--- src/frame_change_bounding_box_assert.svh ---
// Assertion macros for the changed-rectangle finder.
// Included by the top level; no other dependencies.
`ifndef FRAME_CHANGE_BOUNDING_BOX_ASSERT_SVH
`define FRAME_CHANGE_BOUNDING_BOX_ASSERT_SVH

`ifndef NO_ASSERTIONS
// check a property on clk_i, disabled while in reset
`define FCBB_ASSERT(lbl, prop, msg) \
  lbl: assert property (@(posedge clk_i) disable iff (!rst_ni) prop) else $error(msg);
// check a property on clk_i, also while in reset
`define FCBB_ASSERT_ALWAYS(lbl, prop, msg) \
  lbl: assert property (@(posedge clk_i) prop) else $error(msg);
`else
`define FCBB_ASSERT(lbl, prop, msg)
`define FCBB_ASSERT_ALWAYS(lbl, prop, msg)
`endif

`endif

--- src/fcbb_pkg.sv ---
// Shared types and constants of the changed-rectangle finder.
// No dependencies.
package fcbb_pkg;

  localparam int unsigned DimW   = 13;  // frame dimension registers
  localparam int unsigned PixW   = 32;  // ARGB pixel
  localparam int unsigned PosW   = 12;  // rectangle left/top fields
  localparam int unsigned SizeW  = 13;  // rectangle width/height fields
  localparam int unsigned CfgIdxW = 2;

  localparam logic [7:0] AlphaOpaque = 8'hFF;

  typedef enum logic [CfgIdxW-1:0] {
    CFG_FRAME_WIDTH   = 2'd0,
    CFG_FRAME_HEIGHT  = 2'd1,
    CFG_BLEND_ALLOWED = 2'd2
  } cfg_idx_e;

  // status from the tracker for the pixel in the input register
  typedef struct packed {
    logic last;         // pixel closes the frame
    logic any_change;   // merged: some pair differed so far
    logic translucent;  // merged: some differing new pixel not opaque
  } trk_status_t;

endpackage

--- src/fcbb_if.sv ---
// Valid/ready channel interfaces for pixel pairs and rectangle results.
// Depends on fcbb_pkg.
interface fcbb_pix_if import fcbb_pkg::*; ();
  logic            valid;
  logic            ready;
  logic [PixW-1:0] new_pixel;
  logic [PixW-1:0] old_pixel;

  modport source (output valid, new_pixel, old_pixel, input ready);
  modport sink (input valid, new_pixel, old_pixel, output ready);
endinterface

interface fcbb_rect_if import fcbb_pkg::*; ();
  logic             valid;
  logic             ready;
  logic [PosW-1:0]  rect_left;
  logic [PosW-1:0]  rect_top;
  logic [SizeW-1:0] rect_width;
  logic [SizeW-1:0] rect_height;
  logic             use_blend;
  logic             frames_identical;

  modport source (output valid, rect_left, rect_top, rect_width, rect_height,
                  use_blend, frames_identical, input ready);
  modport sink (input valid, rect_left, rect_top, rect_width, rect_height,
                use_blend, frames_identical, output ready);
endinterface

--- src/fcbb_tracker.sv ---
// Raster position counters and changed-area min/max trackers.
// Depends on fcbb_pkg.
module fcbb_tracker import fcbb_pkg::*; #(
  parameter int unsigned MAX_WIDTH  = 4096,
  parameter int unsigned MAX_HEIGHT = 4096,
  localparam int unsigned CW = $clog2(MAX_WIDTH),
  localparam int unsigned RW = $clog2(MAX_HEIGHT)
) (
  input  logic            clk_i,
  input  logic            rst_ni,
  input  logic            clear_i,     // abandon the frame in progress
  input  logic            advance_i,   // pixel in the input register is consumed
  input  logic [DimW-1:0] width_i,     // clamped frame width
  input  logic [DimW-1:0] height_i,    // clamped frame height
  input  logic [PixW-1:0] new_pixel_i,
  input  logic [PixW-1:0] old_pixel_i,
  output trk_status_t     status_o,
  output logic [CW-1:0]   min_col_o,
  output logic [CW-1:0]   max_col_o,
  output logic [RW-1:0]   min_row_o,
  output logic [RW-1:0]   max_row_o
);

  logic [CW-1:0] col_q, col_d, min_col_q, min_col_d, max_col_q, max_col_d;
  logic [RW-1:0] row_q, row_d, min_row_q, min_row_d, max_row_q, max_row_d;
  logic          any_q, any_d, trans_q, trans_d;
  logic          diff, row_end, last;
  logic [CW-1:0] mn_c, mx_c;
  logic [RW-1:0] mn_r, mx_r;
  logic          any_m, trans_m;

  // end of row / end of frame for the current position
  assign diff    = (new_pixel_i != old_pixel_i);
  assign row_end = (32'(col_q) + 32'd1) >= 32'(width_i);
  assign last    = row_end && ((32'(row_q) + 32'd1) >= 32'(height_i));

  // merge the current pixel into the trackers
  always_comb begin
    mn_c    = min_col_q;
    mx_c    = max_col_q;
    mn_r    = min_row_q;
    mx_r    = max_row_q;
    any_m   = any_q;
    trans_m = trans_q;
    if (diff) begin
      if (!any_q) begin
        mn_c = col_q;
        mx_c = col_q;
        mn_r = row_q;
      end else begin
        if (col_q < min_col_q) mn_c = col_q;
        if (col_q > max_col_q) mx_c = col_q;
      end
      mx_r  = row_q;
      any_m = 1'b1;
      if (new_pixel_i[PixW-1 -: 8] != AlphaOpaque) trans_m = 1'b1;
    end
  end

  assign status_o  = '{last: last, any_change: any_m, translucent: trans_m};
  assign min_col_o = mn_c;
  assign max_col_o = mx_c;
  assign min_row_o = mn_r;
  assign max_row_o = mx_r;

  // next state: clear on frame end or abandon, else store merge and step
  always_comb begin
    col_d     = col_q;
    row_d     = row_q;
    min_col_d = min_col_q;
    max_col_d = max_col_q;
    min_row_d = min_row_q;
    max_row_d = max_row_q;
    any_d     = any_q;
    trans_d   = trans_q;
    if (clear_i || (advance_i && last)) begin
      col_d     = '0;
      row_d     = '0;
      min_col_d = '1;
      max_col_d = '0;
      min_row_d = '1;
      max_row_d = '0;
      any_d     = 1'b0;
      trans_d   = 1'b0;
    end else if (advance_i) begin
      min_col_d = mn_c;
      max_col_d = mx_c;
      min_row_d = mn_r;
      max_row_d = mx_r;
      any_d     = any_m;
      trans_d   = trans_m;
      if (row_end) begin
        col_d = '0;
        row_d = row_q + RW'(1);
      end else begin
        col_d = col_q + CW'(1);
      end
    end
  end

  always_ff @(posedge clk_i or negedge rst_ni) begin
    if (!rst_ni) begin
      col_q     <= '0;
      row_q     <= '0;
      min_col_q <= '1;
      max_col_q <= '0;
      min_row_q <= '1;
      max_row_q <= '0;
      any_q     <= 1'b0;
      trans_q   <= 1'b0;
    end else begin
      col_q     <= col_d;
      row_q     <= row_d;
      min_col_q <= min_col_d;
      max_col_q <= max_col_d;
      min_row_q <= min_row_d;
      max_row_q <= max_row_d;
      any_q     <= any_d;
      trans_q   <= trans_d;
    end
  end

endmodule

--- src/fcbb_result.sv ---
// Rectangle formatting and the result output register.
// Depends on fcbb_pkg and fcbb_rect_if.
module fcbb_result import fcbb_pkg::*; #(
  parameter int unsigned MAX_WIDTH  = 4096,
  parameter int unsigned MAX_HEIGHT = 4096,
  localparam int unsigned CW = $clog2(MAX_WIDTH),
  localparam int unsigned RW = $clog2(MAX_HEIGHT)
) (
  input  logic            clk_i,
  input  logic            rst_ni,
  input  logic            load_i,   // frame closes: capture a result
  input  trk_status_t     status_i,
  input  logic [CW-1:0]   min_col_i,
  input  logic [CW-1:0]   max_col_i,
  input  logic [RW-1:0]   min_row_i,
  input  logic [RW-1:0]   max_row_i,
  input  logic [DimW-1:0] width_i,
  input  logic [DimW-1:0] height_i,
  input  logic            blend_allowed_i,
  fcbb_rect_if.source     rect_o
);

  logic             valid_q, valid_d;
  logic [PosW-1:0]  left_q, left_d, top_q, top_d;
  logic [SizeW-1:0] rw_q, rw_d, rh_q, rh_d;
  logic             blend_q, blend_d, ident_q, ident_d;
  logic [31:0]      left_w, top_w, rw_w, rh_w;

  // changed rectangle, or the degenerate one when nothing differed
  always_comb begin
    left_w = 32'(min_col_i) & ~32'd1;
    top_w  = 32'(min_row_i) & ~32'd1;
    rw_w   = 32'(max_col_i) + 32'd1 - left_w;
    rh_w   = 32'(max_row_i) + 32'd1 - top_w;
    if (!status_i.any_change) begin
      rw_w = 32'd1;
      rh_w = 32'd1;
      if (width_i[0] && height_i[0]) begin
        left_w = 32'(width_i) - 32'd1;
        top_w  = 32'(height_i) - 32'd1;
      end else begin
        left_w = '0;
        top_w  = '0;
      end
    end
  end

  // hold the result until taken
  always_comb begin
    valid_d = valid_q && !rect_o.ready;
    left_d  = left_q;
    top_d   = top_q;
    rw_d    = rw_q;
    rh_d    = rh_q;
    blend_d = blend_q;
    ident_d = ident_q;
    if (load_i) begin
      valid_d = 1'b1;
      left_d  = left_w[PosW-1:0];
      top_d   = top_w[PosW-1:0];
      rw_d    = rw_w[SizeW-1:0];
      rh_d    = rh_w[SizeW-1:0];
      blend_d = blend_allowed_i && !status_i.translucent;
      ident_d = !status_i.any_change;
    end
  end

  always_ff @(posedge clk_i or negedge rst_ni) begin
    if (!rst_ni) begin
      valid_q <= 1'b0;
    end else begin
      valid_q <= valid_d;
    end
  end

  always_ff @(posedge clk_i) begin
    left_q  <= left_d;
    top_q   <= top_d;
    rw_q    <= rw_d;
    rh_q    <= rh_d;
    blend_q <= blend_d;
    ident_q <= ident_d;
  end

  assign rect_o.valid            = valid_q;
  assign rect_o.rect_left        = left_q;
  assign rect_o.rect_top         = top_q;
  assign rect_o.rect_width       = rw_q;
  assign rect_o.rect_height      = rh_q;
  assign rect_o.use_blend        = blend_q;
  assign rect_o.frames_identical = ident_q;

endmodule

--- src/frame_change_bounding_box.sv ---
// Top level of the changed-rectangle finder: config registers, input register,
// tracker and result stage. Depends on fcbb_pkg, fcbb_if, fcbb_tracker, fcbb_result.
//
//   channel  dir  handshake      payload
//   pix_i    in   valid/ready    new_pixel, old_pixel (ARGB)
//   rect_o   out  valid/ready    rect_left/top/width/height, use_blend,
//                                frames_identical (one per frame)
//   cfg      in   cfg_we_i       cfg_idx_i, cfg_data_i
//
// One pixel pair per cycle. A pair sits in the input register, where the
// tracker compares and merges it; the last pair of a frame loads the result
// register as it leaves, so a result passes the input register and then the
// result register. Reset clears all control state at once, no sweep.
// Only the last pair of a frame stalls, and only while a previous result is
// still waiting on rect_o; while it stalls, no new pair is accepted.
module frame_change_bounding_box import fcbb_pkg::*; #(
  parameter int unsigned MAX_WIDTH  = 4096,
  parameter int unsigned MAX_HEIGHT = 4096
) (
  input  logic               clk_i,
  input  logic               rst_ni,
  input  logic               cfg_we_i,
  input  logic [CfgIdxW-1:0] cfg_idx_i,
  input  logic [DimW-1:0]    cfg_data_i,
  fcbb_pix_if.sink           pix_i,
  fcbb_rect_if.source        rect_o
);

  `include "frame_change_bounding_box_assert.svh"

  localparam int unsigned CW = $clog2(MAX_WIDTH);
  localparam int unsigned RW = $clog2(MAX_HEIGHT);

  logic [DimW-1:0] width_q, height_q;
  logic            blend_q;
  logic [DimW-1:0] width_c, height_c;
  logic            dim_clear;

  logic            s1_valid_q, s1_valid_d;
  logic [PixW-1:0] s1_new_q, s1_old_q;
  logic            s1_hold, s1_adv, in_fire;

  trk_status_t     trk_st;
  logic [CW-1:0]   min_col, max_col;
  logic [RW-1:0]   min_row, max_row;

  // configuration registers
  always_ff @(posedge clk_i or negedge rst_ni) begin
    if (!rst_ni) begin
      width_q  <= DimW'(1);
      height_q <= DimW'(1);
      blend_q  <= 1'b0;
    end else if (cfg_we_i) begin
      case (cfg_idx_i)
        CFG_FRAME_WIDTH:   width_q  <= cfg_data_i;
        CFG_FRAME_HEIGHT:  height_q <= cfg_data_i;
        CFG_BLEND_ALLOWED: blend_q  <= cfg_data_i[0];
        default: ;
      endcase
    end
  end

  assign dim_clear = cfg_we_i &&
                     ((cfg_idx_i == CFG_FRAME_WIDTH) || (cfg_idx_i == CFG_FRAME_HEIGHT));

  // clamp dimensions: zero acts as one, above the maximum acts as the maximum
  always_comb begin
    width_c = width_q;
    if (width_q == '0) width_c = DimW'(1);
    else if (32'(width_q) > MAX_WIDTH) width_c = DimW'(MAX_WIDTH);
    height_c = height_q;
    if (height_q == '0) height_c = DimW'(1);
    else if (32'(height_q) > MAX_HEIGHT) height_c = DimW'(MAX_HEIGHT);
  end

  // input register: stall only a frame-closing pair behind a waiting result
  assign s1_hold     = s1_valid_q && trk_st.last && rect_o.valid && !rect_o.ready;
  assign s1_adv      = s1_valid_q && !s1_hold;
  assign pix_i.ready = !s1_hold;
  assign in_fire     = pix_i.valid && pix_i.ready;
  assign s1_valid_d  = in_fire || s1_hold;

  always_ff @(posedge clk_i or negedge rst_ni) begin
    if (!rst_ni) begin
      s1_valid_q <= 1'b0;
    end else begin
      s1_valid_q <= s1_valid_d;
    end
  end

  always_ff @(posedge clk_i) begin
    if (in_fire) begin
      s1_new_q <= pix_i.new_pixel;
      s1_old_q <= pix_i.old_pixel;
    end
  end

  fcbb_tracker #(
    .MAX_WIDTH  (MAX_WIDTH),
    .MAX_HEIGHT (MAX_HEIGHT)
  ) u_tracker (
    .clk_i       (clk_i),
    .rst_ni      (rst_ni),
    .clear_i     (dim_clear),
    .advance_i   (s1_adv),
    .width_i     (width_c),
    .height_i    (height_c),
    .new_pixel_i (s1_new_q),
    .old_pixel_i (s1_old_q),
    .status_o    (trk_st),
    .min_col_o   (min_col),
    .max_col_o   (max_col),
    .min_row_o   (min_row),
    .max_row_o   (max_row)
  );

  fcbb_result #(
    .MAX_WIDTH  (MAX_WIDTH),
    .MAX_HEIGHT (MAX_HEIGHT)
  ) u_result (
    .clk_i           (clk_i),
    .rst_ni          (rst_ni),
    .load_i          (s1_adv && trk_st.last),
    .status_i        (trk_st),
    .min_col_i       (min_col),
    .max_col_i       (max_col),
    .min_row_i       (min_row),
    .max_row_i       (max_row),
    .width_i         (width_c),
    .height_i        (height_c),
    .blend_allowed_i (blend_q),
    .rect_o          (rect_o)
  );

  // a closing pair always yields a result in the next cycle
  `FCBB_ASSERT(a_close_gives_result, s1_adv && trk_st.last |=> rect_o.valid, "frame end lost")
  // a held pair is never dropped from the input register
  `FCBB_ASSERT(a_hold_keeps_pair, s1_hold |=> s1_valid_q, "stalled pair dropped")
  // left and top of every result are even
  `FCBB_ASSERT(a_even_origin, rect_o.valid |-> !rect_o.rect_left[0] && !rect_o.rect_top[0], "odd origin")
  // no result is shown while reset is applied
  `FCBB_ASSERT_ALWAYS(a_reset_quiet, !rst_ni |-> !rect_o.valid, "result during reset")

endmodule
--- src/flat_wrapper.sv ---
// flat-port wrapper written by rule: the top's interface ports become plain ports
module frame_change_bounding_box_flat import fcbb_pkg::*;
#(
  parameter int unsigned MAX_WIDTH  = 4096,
  parameter int unsigned MAX_HEIGHT = 4096
)
  (clk_i, rst_ni, cfg_we_i, cfg_idx_i, cfg_data_i, pix_i_valid, pix_i_new_pixel, pix_i_old_pixel, pix_i_ready, rect_o_valid, rect_o_rect_left, rect_o_rect_top, rect_o_rect_width, rect_o_rect_height, rect_o_use_blend, rect_o_frames_identical, rect_o_ready);
  fcbb_pix_if pix_i_i ();
  fcbb_rect_if rect_o_i ();
  input  logic clk_i;
  input  logic rst_ni;
  input  logic cfg_we_i;
  input  logic [CfgIdxW-1:0] cfg_idx_i;
  input  logic [DimW-1:0] cfg_data_i;
  input wire logic [$bits(pix_i_i.valid)-1:0] pix_i_valid;
  input wire logic [$bits(pix_i_i.new_pixel)-1:0] pix_i_new_pixel;
  input wire logic [$bits(pix_i_i.old_pixel)-1:0] pix_i_old_pixel;
  output wire logic [$bits(pix_i_i.ready)-1:0] pix_i_ready;
  output wire logic [$bits(rect_o_i.valid)-1:0] rect_o_valid;
  output wire logic [$bits(rect_o_i.rect_left)-1:0] rect_o_rect_left;
  output wire logic [$bits(rect_o_i.rect_top)-1:0] rect_o_rect_top;
  output wire logic [$bits(rect_o_i.rect_width)-1:0] rect_o_rect_width;
  output wire logic [$bits(rect_o_i.rect_height)-1:0] rect_o_rect_height;
  output wire logic [$bits(rect_o_i.use_blend)-1:0] rect_o_use_blend;
  output wire logic [$bits(rect_o_i.frames_identical)-1:0] rect_o_frames_identical;
  input wire logic [$bits(rect_o_i.ready)-1:0] rect_o_ready;
  assign pix_i_i.valid = pix_i_valid;
  assign pix_i_i.new_pixel = pix_i_new_pixel;
  assign pix_i_i.old_pixel = pix_i_old_pixel;
  assign pix_i_ready = pix_i_i.ready;
  assign rect_o_valid = rect_o_i.valid;
  assign rect_o_rect_left = rect_o_i.rect_left;
  assign rect_o_rect_top = rect_o_i.rect_top;
  assign rect_o_rect_width = rect_o_i.rect_width;
  assign rect_o_rect_height = rect_o_i.rect_height;
  assign rect_o_use_blend = rect_o_i.use_blend;
  assign rect_o_frames_identical = rect_o_i.frames_identical;
  assign rect_o_i.ready = rect_o_ready;
  frame_change_bounding_box #(.MAX_WIDTH(MAX_WIDTH), .MAX_HEIGHT(MAX_HEIGHT)) u_core (.clk_i(clk_i), .rst_ni(rst_ni), .cfg_we_i(cfg_we_i), .cfg_idx_i(cfg_idx_i), .cfg_data_i(cfg_data_i), .pix_i(pix_i_i), .rect_o(rect_o_i));
endmodule
--- config.mk ---
export PLATFORM = sky130hd
export DESIGN_NAME = frame_change_bounding_box_flat
export DESIGN_NICKNAME = d
export VERILOG_FILES = /design/src/fcbb_pkg.sv /design/src/fcbb_if.sv /design/src/fcbb_tracker.sv /design/src/fcbb_result.sv /design/src/frame_change_bounding_box.sv /design/src/flat_wrapper.sv
export VERILOG_INCLUDE_DIRS = /design/src /design/src/src
export SDC_FILE = /design/constraint.sdc
export NUM_CORES = 1
export LEC_CHECK = 0
export BUFFER_PORTS_ARGS = -buffer_cell sky130_fd_sc_hd__buf_2
export CORE_ASPECT_RATIO = 1.5
export CORE_MARGIN = 3
export CORE_UTILIZATION = 51
export CTS_BUF_LIST = sky130_fd_sc_hd__clkbuf_8
export DETAILED_ROUTE_END_ITERATION = 12
export GPL_TIMING_DRIVEN = 0
export PLACE_DENSITY = 0.8
export SETUP_SLACK_MARGIN = 0.3
export SKIP_LAST_GASP = 1
export SYNTH_ARGS = -nofsm -noshare
export SYNTH_HDL_FRONTEND = slang
export SYNTH_SLANG_ARGS = --single-unit
--- constraint.sdc ---
create_clock -name clk_i -period 9.7 [get_ports clk_i]
set_clock_uncertainty 0.2 [all_clocks]
set_input_delay 1.94 -clock clk_i [delete_from_list [all_inputs] [get_ports clk_i]]
set_output_delay 1.94 -clock clk_i [all_outputs]
set_load 0.02 [all_outputs]
# Word-level counts from Yosys, hierarchy flattened
# Cells that the tools add are included.
classes:
  addsub: 10
  magnitude_cmp: 6
  n_eq_ne: 5
  muxes: 39
  bitwise: 1
  n_reduce_logical: 30
op_table:
  columns: ["cell", "n"]
  rows:
  - ["2-to-1 mux 12 bit", 27]
  - ["adder 12 x 1 -> 13 bit, second input constant", 4]
  - ["2-to-1 mux 13 bit", 4]
  - ["inequality test 32 bit", 1]
  - [">= comparator 13 bit", 2]
  - ["> comparator 13 bit, second input constant", 2]
  - ["zero test 13 bit", 2]
  - ["subtractor 13 x 12 -> 13 bit", 2]
  - ["adder 12 x 1 -> 12 bit, second input constant", 2]
  - ["subtractor 12 x 1 -> 12 bit, second input constant", 2]
  - ["> comparator 12 bit", 1]
  - ["< comparator 12 bit", 1]
  - ["logical AND 1 bit", 11]
  - ["2-to-1 mux 1 bit", 8]
  - ["inequality test 8 bit, second input constant", 1]
  - ["AND reduction 2 bit", 4]
  - ["nonzero test 2 bit", 3]
  - ["zero test 1 bit", 4]
  - ["logical OR 1 bit", 3]
  - ["inequality test 3 x 1 -> 1 bit, second input constant", 1]
  - ["AND reduction 3 bit", 1]
  - ["== test 2 x 1 -> 1 bit, second input constant", 1]
  - ["== test 2 bit, second input constant", 1]
  - ["zero test 2 bit", 1]
  - ["2 further kinds", 2]
word_totals:
  reg_bits: 218
  in_bits: 84
  out_inout_bits: 54
  wordCells: 115

# Logic depth before layout (Yosys ltp)
logic_depth:
  word_depth: 14
  mapped_depth: 21
  mapped_depth_nobuf: 20

# Cells and area by module
# Synthesis repeated with hierarchy kept, for this count alone.
hier_totals:
  cells_unflattened: 1053
  area_unflattened_um2: 12134.1
by_module_without_submodules:
  columns: ["mod", "instances", "cells_per_inst", "area_per_inst_um2", "seq_area_each_um2"]
  rows:
  - ["fcbb_tracker", 1, 553, 5395.2, 1881.8]
  - ["fcbb_result", 1, 334, 3487.1, 1586.5]
  - ["frame_change_bounding_box", 1, 166, 3251.9, 2625.0]

# Worst setup path before layout
# No wires, ideal clock.
synth_path:
  path_kind: "flip-flop to flip-flop"
  start: "register u_core.width_q[3]"
  end: "register u_core.s1_new_q[0], enable pin"
  setup_time_ns: 0.524
  t_arrival_ns: 6.304
  setup_slack_ns: 2.672
  stages_incl_launch_ff: 13
  n_path_buf: 1
  synth_period_minus_slack_ns: 7.028
  cell_sequence: "dfrtp_1 nor4_1 nand3_1 o21ai_0 nand2_1 ha_1 o21ai_0 a21oi_1 o31a_1 o21ai_2 nand2_1 clkbuf_1 a31oi_1"
synth_between:
  elab_chain_len: 10
  word_cells_on_any_way: 11
  cone_classes: "2 x order compare; 2 x mux; 7 x reduce/logical"
synth_rtl:
  columns: ["element", "line_no", "source"]
  rows:
  - ["start, declared", "frame_change_bounding_box.sv:34", "logic [DimW-1:0] width_q, height_q;"]
  - ["start signal, assigned", "frame_change_bounding_box.sv:50", "width_q <= DimW'(1);"]
  - ["start signal, assigned", "frame_change_bounding_box.sv:55", "CFG_FRAME_WIDTH: width_q <= cfg_data_i;"]
  - ["> comparator 13 bit", "frame_change_bounding_box.sv:70", "else if (32'(width_q) > MAX_WIDTH) width_c = DimW'(MAX_WIDTH);"]
  - ["2-to-1 mux 13 bit", "frame_change_bounding_box.sv:70", null]
  - ["2-to-1 mux 13 bit *", "frame_change_bounding_box.sv:69", "if (width_q == '0) width_c = DimW'(1);"]
  - [">= comparator 13 bit *", "fcbb_tracker.sv:34", "assign row_end = (32'(col_q) + 32'd1) >= 32'(width_i);"]
  - ["logical AND 1 bit *", "fcbb_tracker.sv:35", "assign last = row_end && ((32'(row_q) + 32'd1) >= 32'(height_i));"]
  - ["logical AND 1 bit * (3 in series)", "frame_change_bounding_box.sv:77", "assign s1_hold = s1_valid_q && trk_st.last && rect_o.valid && !rect_o.ready;"]
  - ["zero test 1 bit *", "frame_change_bounding_box.sv:79", "assign pix_i.ready = !s1_hold;"]
  - ["logical AND 1 bit *", "frame_change_bounding_box.sv:80", "assign in_fire = pix_i.valid && pix_i.ready;"]
  - ["via u_core.in_fire", "frame_change_bounding_box.sv:41", "logic s1_hold, s1_adv, in_fire;"]
  - ["end signal, assigned", "frame_change_bounding_box.sv:93", "s1_new_q <= pix_i.new_pixel;"]
  - ["end, declared", "frame_change_bounding_box.sv:40", "logic [PixW-1:0] s1_new_q, s1_old_q;"]
# The timed path passes the listed nets; every way through them passes the cells marked *.
# A chain may end at the register's enable or synchronous reset.

# Final worst setup path
layout_path:
  start: "register u_core.u_tracker.col_q[4]"
  end: "output port pix_i_ready"
layout_between:
  elab_chain_len: 7
layout_rtl:
  columns: ["element", "line_no", "source"]
  rows:
  - ["start, declared", "fcbb_tracker.sv:24", "logic [CW-1:0] col_q, col_d, min_col_q, min_col_d, max_col_q, max_col_d;"]
  - ["start signal, assigned", "fcbb_tracker.sv:112", "col_q <= col_d;"]
  - ["adder 12 x 1 -> 13 bit", "fcbb_tracker.sv:34", null]
  - [">= comparator 13 bit", "fcbb_tracker.sv:34", null]
  - ["logical AND 1 bit", "fcbb_tracker.sv:35", null]
  - ["logical AND 1 bit (3 in series)", "frame_change_bounding_box.sv:77", null]
  - ["zero test 1 bit", "frame_change_bounding_box.sv:79", null]
  - ["end, declared", "flat_wrapper.sv:18", "output wire logic [$bits(pix_i_i.ready)-1:0] pix_i_ready;"]
# No other way between the ends.

==> metrics <==
peak supply drop approximately 0.13 mV; Die Ht 197 µm; R2R Path End u_core.u_result.rect_o.rect_height[12]; Setup TNS Final 0 ns; leakage power 6.22 nW; critical path launch point type register; WL/cell about 20 µm; sequential area share after synthesis 49.0%; Vias 9,583; mux share of post-synthesis cell area 6.21%; Worst path slowest cell clkbuf_1; Levels on crit path 14; overall power 2.43 mW; DP Wirelength 24,600 µm; RSZ-0062 raised after global routing false; Initial Utilization 52.0%; Iter 0 DRT Violations 592; Tot GR Track Use 24.7%; initial antenna violation count 0; Most used DFF post-synth edfxtp_1; min Tclk post-route approximately 6.6 ns; crit end category output pin; R2R Setup Slk 4.21 ns; Max Cap Viol 0; worst skew pair latency 0.55 ns; largest area contributor in the netlist edfxtp_1; CP startpoint u_core.u_tracker.col_q[4]; IO Count between 100 and 150; # hold bufs at CTS 0; Critical Path Fanout Max 10; Post-CTS Setup Inserts 0; H-tree depth 2; vias per inst around 5.9; clock-pin slew on the worst setup and hold paths 0.06 ns; layout cells sized above 1 roughly a quarter; vias in the first global route 9,784; clk sinks 218; area taken by multi-input logic gates 5870 µm²; Non-Filler Instances 1,626; core area 23,800 µm²; status completed; Root Driver clkbuf_8; DP Cell Count 1,565; final WL 31,900 µm; # diodes 0; final hold violation count 0; async set-reset flop share out of synthesis 46.8%; CP cell instances clkbuf_1 -> nand3_1 -> nor2_1 -> nand3_1 -> nor2_1 -> xor2_1 -> ha_1 -> nand2_1 -> o21ai_0 -> nor2_1 -> nand2_1 -> clkbuf_1 -> nand3_1 -> buf_2; commonest non-fill, non-tap cells in the layout buf_2 (154), edfxtp_1 (116), ha_1 (97); largest net degree at the start of global routing 53; Die W between 100 and 150 µm; main combinational cell family by area after synthesis compound AO/OA/AOI/OAI gates; slew margin rel. 34.8%; YS warnings 0; RePlAce Congestion 0.957; pwr dens 171 nW/µm²; Synth cell types 79; worst path bufs/invs 3; filler cell count in the final layout 1,976; CTS buffer count 34; Crit path largest cell delay 0.50 ns; compound-gate portion of the synthesized area 14.3%; Post-Synth Simple-Gate Area 12.4%; final-stage net count 1,465; Peak Freq roughly 0.15 GHz; endpoints failing setup 0; #FFs+latches synth approximately 220; Routed Antenna Nets 0; register area 6070 µm²; worst slew pin tran between 0.9 and 1 ns; # DRC 0; Die ar. 26,200 µm²; CTS tree done; hold crit path type register to register; Gate Count Post-Synth 1,104; total grt overflow 0; Yosys top cell area share 28.1%; FP Rows 69; WP data arrival around 4.5 ns; I/O Buffers 137; most common cell after layout, fill and taps aside buf_2; Final Max Slew Viols 0; Mapped Avg Cell Area 11.2 µm²; synth-to-layout area growth 14.9%; Synth Area in Adders between 10% and 20%; Critical R2R Launch u_core.s1_new_q[30]; CTS max path bufs 3; global-route wire length before repair 51,300 µm; Synth Cell Area 12,400 µm²; CP Data Required Time 7.56 ns; CP top delay family simple AND/OR/NAND/NOR gates; Setup Crit Path Kind register to output pin; iteration count of the initial detailed-routing pass 5; critical path capture point pix_i_ready; Final period util between 60% and 70%; Post-Synth XOR/XNOR Area between 4 and 5%; Post-synth EDFFs 116; post-cts sizing count 0; Area contributors post-synth edfxtp_1 (28%), dfrtp_1 (16%), ha_1 (9.8%), dfstp_2 (5.3%), mux2_2 (4.2%); Reg2Reg Depth 17
[metrics by stage]
step	setup slack, ns	cell area, µm²	hold slack (ns)	utilization [%]
final	3.11	14200	0.309	59.8
after CTS	3.18	14200	0.309	59.8
after floorplan	2.67	12400	0.271	-
after detailed placement	3.79	13600	0.300	57.1
after global routing	2.85	14200	0.328	59.8
after global placement	1.30	13500	0.292	56.6
[registers in the layout, indices dropped and copies added, names as in the netlist, 11 cells and up]
| register | flops |
|---|---|
| u_core.s1_new_q | 32 |
| u_core.s1_old_q | 32 |
| u_core.height_q | 13 |
| u_core.u_result.rect_o.rect_height | 13 |
| u_core.u_result.rect_o.rect_width | 13 |
| u_core.width_q | 13 |
| u_core.u_result.rect_o.rect_left | 12 |
| u_core.u_result.rect_o.rect_top | 12 |
| u_core.u_tracker.col_q | 12 |
| u_core.u_tracker.max_col_q | 12 |
| u_core.u_tracker.max_row_q | 12 |
| u_core.u_tracker.min_col_q | 12 |
| u_core.u_tracker.row_q | 12 |
| u_core.u_tracker.min_row_q | 11 |
[routing by layer]
metal,global-route usage (%),up-vias,wire length [µm]
met5,0,-,0
met1,28.2,4554,11800
met2,44.0,414,16400
met3,4.62,102,2130
li1,-,4513,-
met4,12.5,0,1530
[power breakdown]
part	leakage (nW)	switching [mW]	internal [mW]
clock	0.362	0.356	0.369
combinational	3.52	0.320	0.246
sequential	2.34	0.0612	1.08
[cell usage after synthesis, types with 6 or more instances]
cell type,n
o21a_1,14
o21ai_0,33
dfstp_2,25
nand4_1,17
a21o_1,7
o211a_1,11
nand2b_1,7
buf_2,18
a31oi_1,18
nor2_1,44
nor2b_1,9
xnor2_1,40
dfrtp_1,77
o2bb2ai_1,7
nand2_1,60
nand3_1,55
o22ai_1,6
xor2_1,18
mux2i_1,24
nor3_1,45
edfxtp_1,116
mux2_2,46
ha_1,97
or3_1,6
a211o_1,7
nor4_1,6
clkbuf_1,29
a21oi_1,62
a211oi_1,9
and3_1,18
o211ai_1,40
inv_1,51
[worst reg2reg max path, stage by stage, from the launching register on]
cell and delay [ns]:
edfxtp_1 0.42, xnor2_1 0.20, nand4_1 0.15, nor4_1 0.64
and2_1 0.23, buf_4 0.20, nor2_1 0.11, buf_2 0.25
mux2i_1 0.43, ha_1 0.34, ha_1 0.30, a21o_1 0.16
a21o_1 0.20, a2111oi_0 0.66, nor3_1 0.18, nor3_1 0.30
nor3_1 0.08, o21a_1 0.19
[final cells by class]
| cell class | count | share of cell area [%] |
|---|---|---|
| clock inverter | 22 | 0.668 |
| tap | 319 | 2.80 |
| multi-input combinational | 778 | 41.2 |
| sequential | 218 | 42.6 |
| clock buffer | 39 | 3.77 |
| buffer | 56 | 1.95 |
| inverter | 53 | 1.40 |
| timing repair buffer | 141 | 5.55 |
[cell families (layout without fill, tap and decap cells)]
kind of cell / Yosys count / after routing
other cells: 1 / 2
buf+inv: 109 / 311
compound gates: 255 / 255
mux: 71 / 71
flops: 218 / 218
xor+xnor: 58 / 58
fa+ha+maj: 99 / 99
simple gates: 293 / 293
[worst min path at each step]
stage / startpoint / endpoint / slack, ns / cells after the start
2_1_floorplan: u_core.blend_q / u_core.blend_q / 0.27 / 1
3_3_place_gp: u_core.u_tracker.min_row_q[2] / u_core.u_tracker.min_row_q[2] / 0.29 / 2
3_5_place_dp: u_core.u_tracker.min_row_q[7] / u_core.u_tracker.min_row_q[7] / 0.30 / 2
4_1_cts: u_core.u_tracker.min_row_q[7] / u_core.u_tracker.min_row_q[7] / 0.31 / 2
5_1_grt: u_core.u_tracker.min_row_q[9] / u_core.u_tracker.min_row_q[9] / 0.33 / 2
6_report: u_core.u_tracker.min_row_q[7] / u_core.u_tracker.min_row_q[7] / 0.31 / 2
No activity file was read; power rests on OpenSTA's default activity.
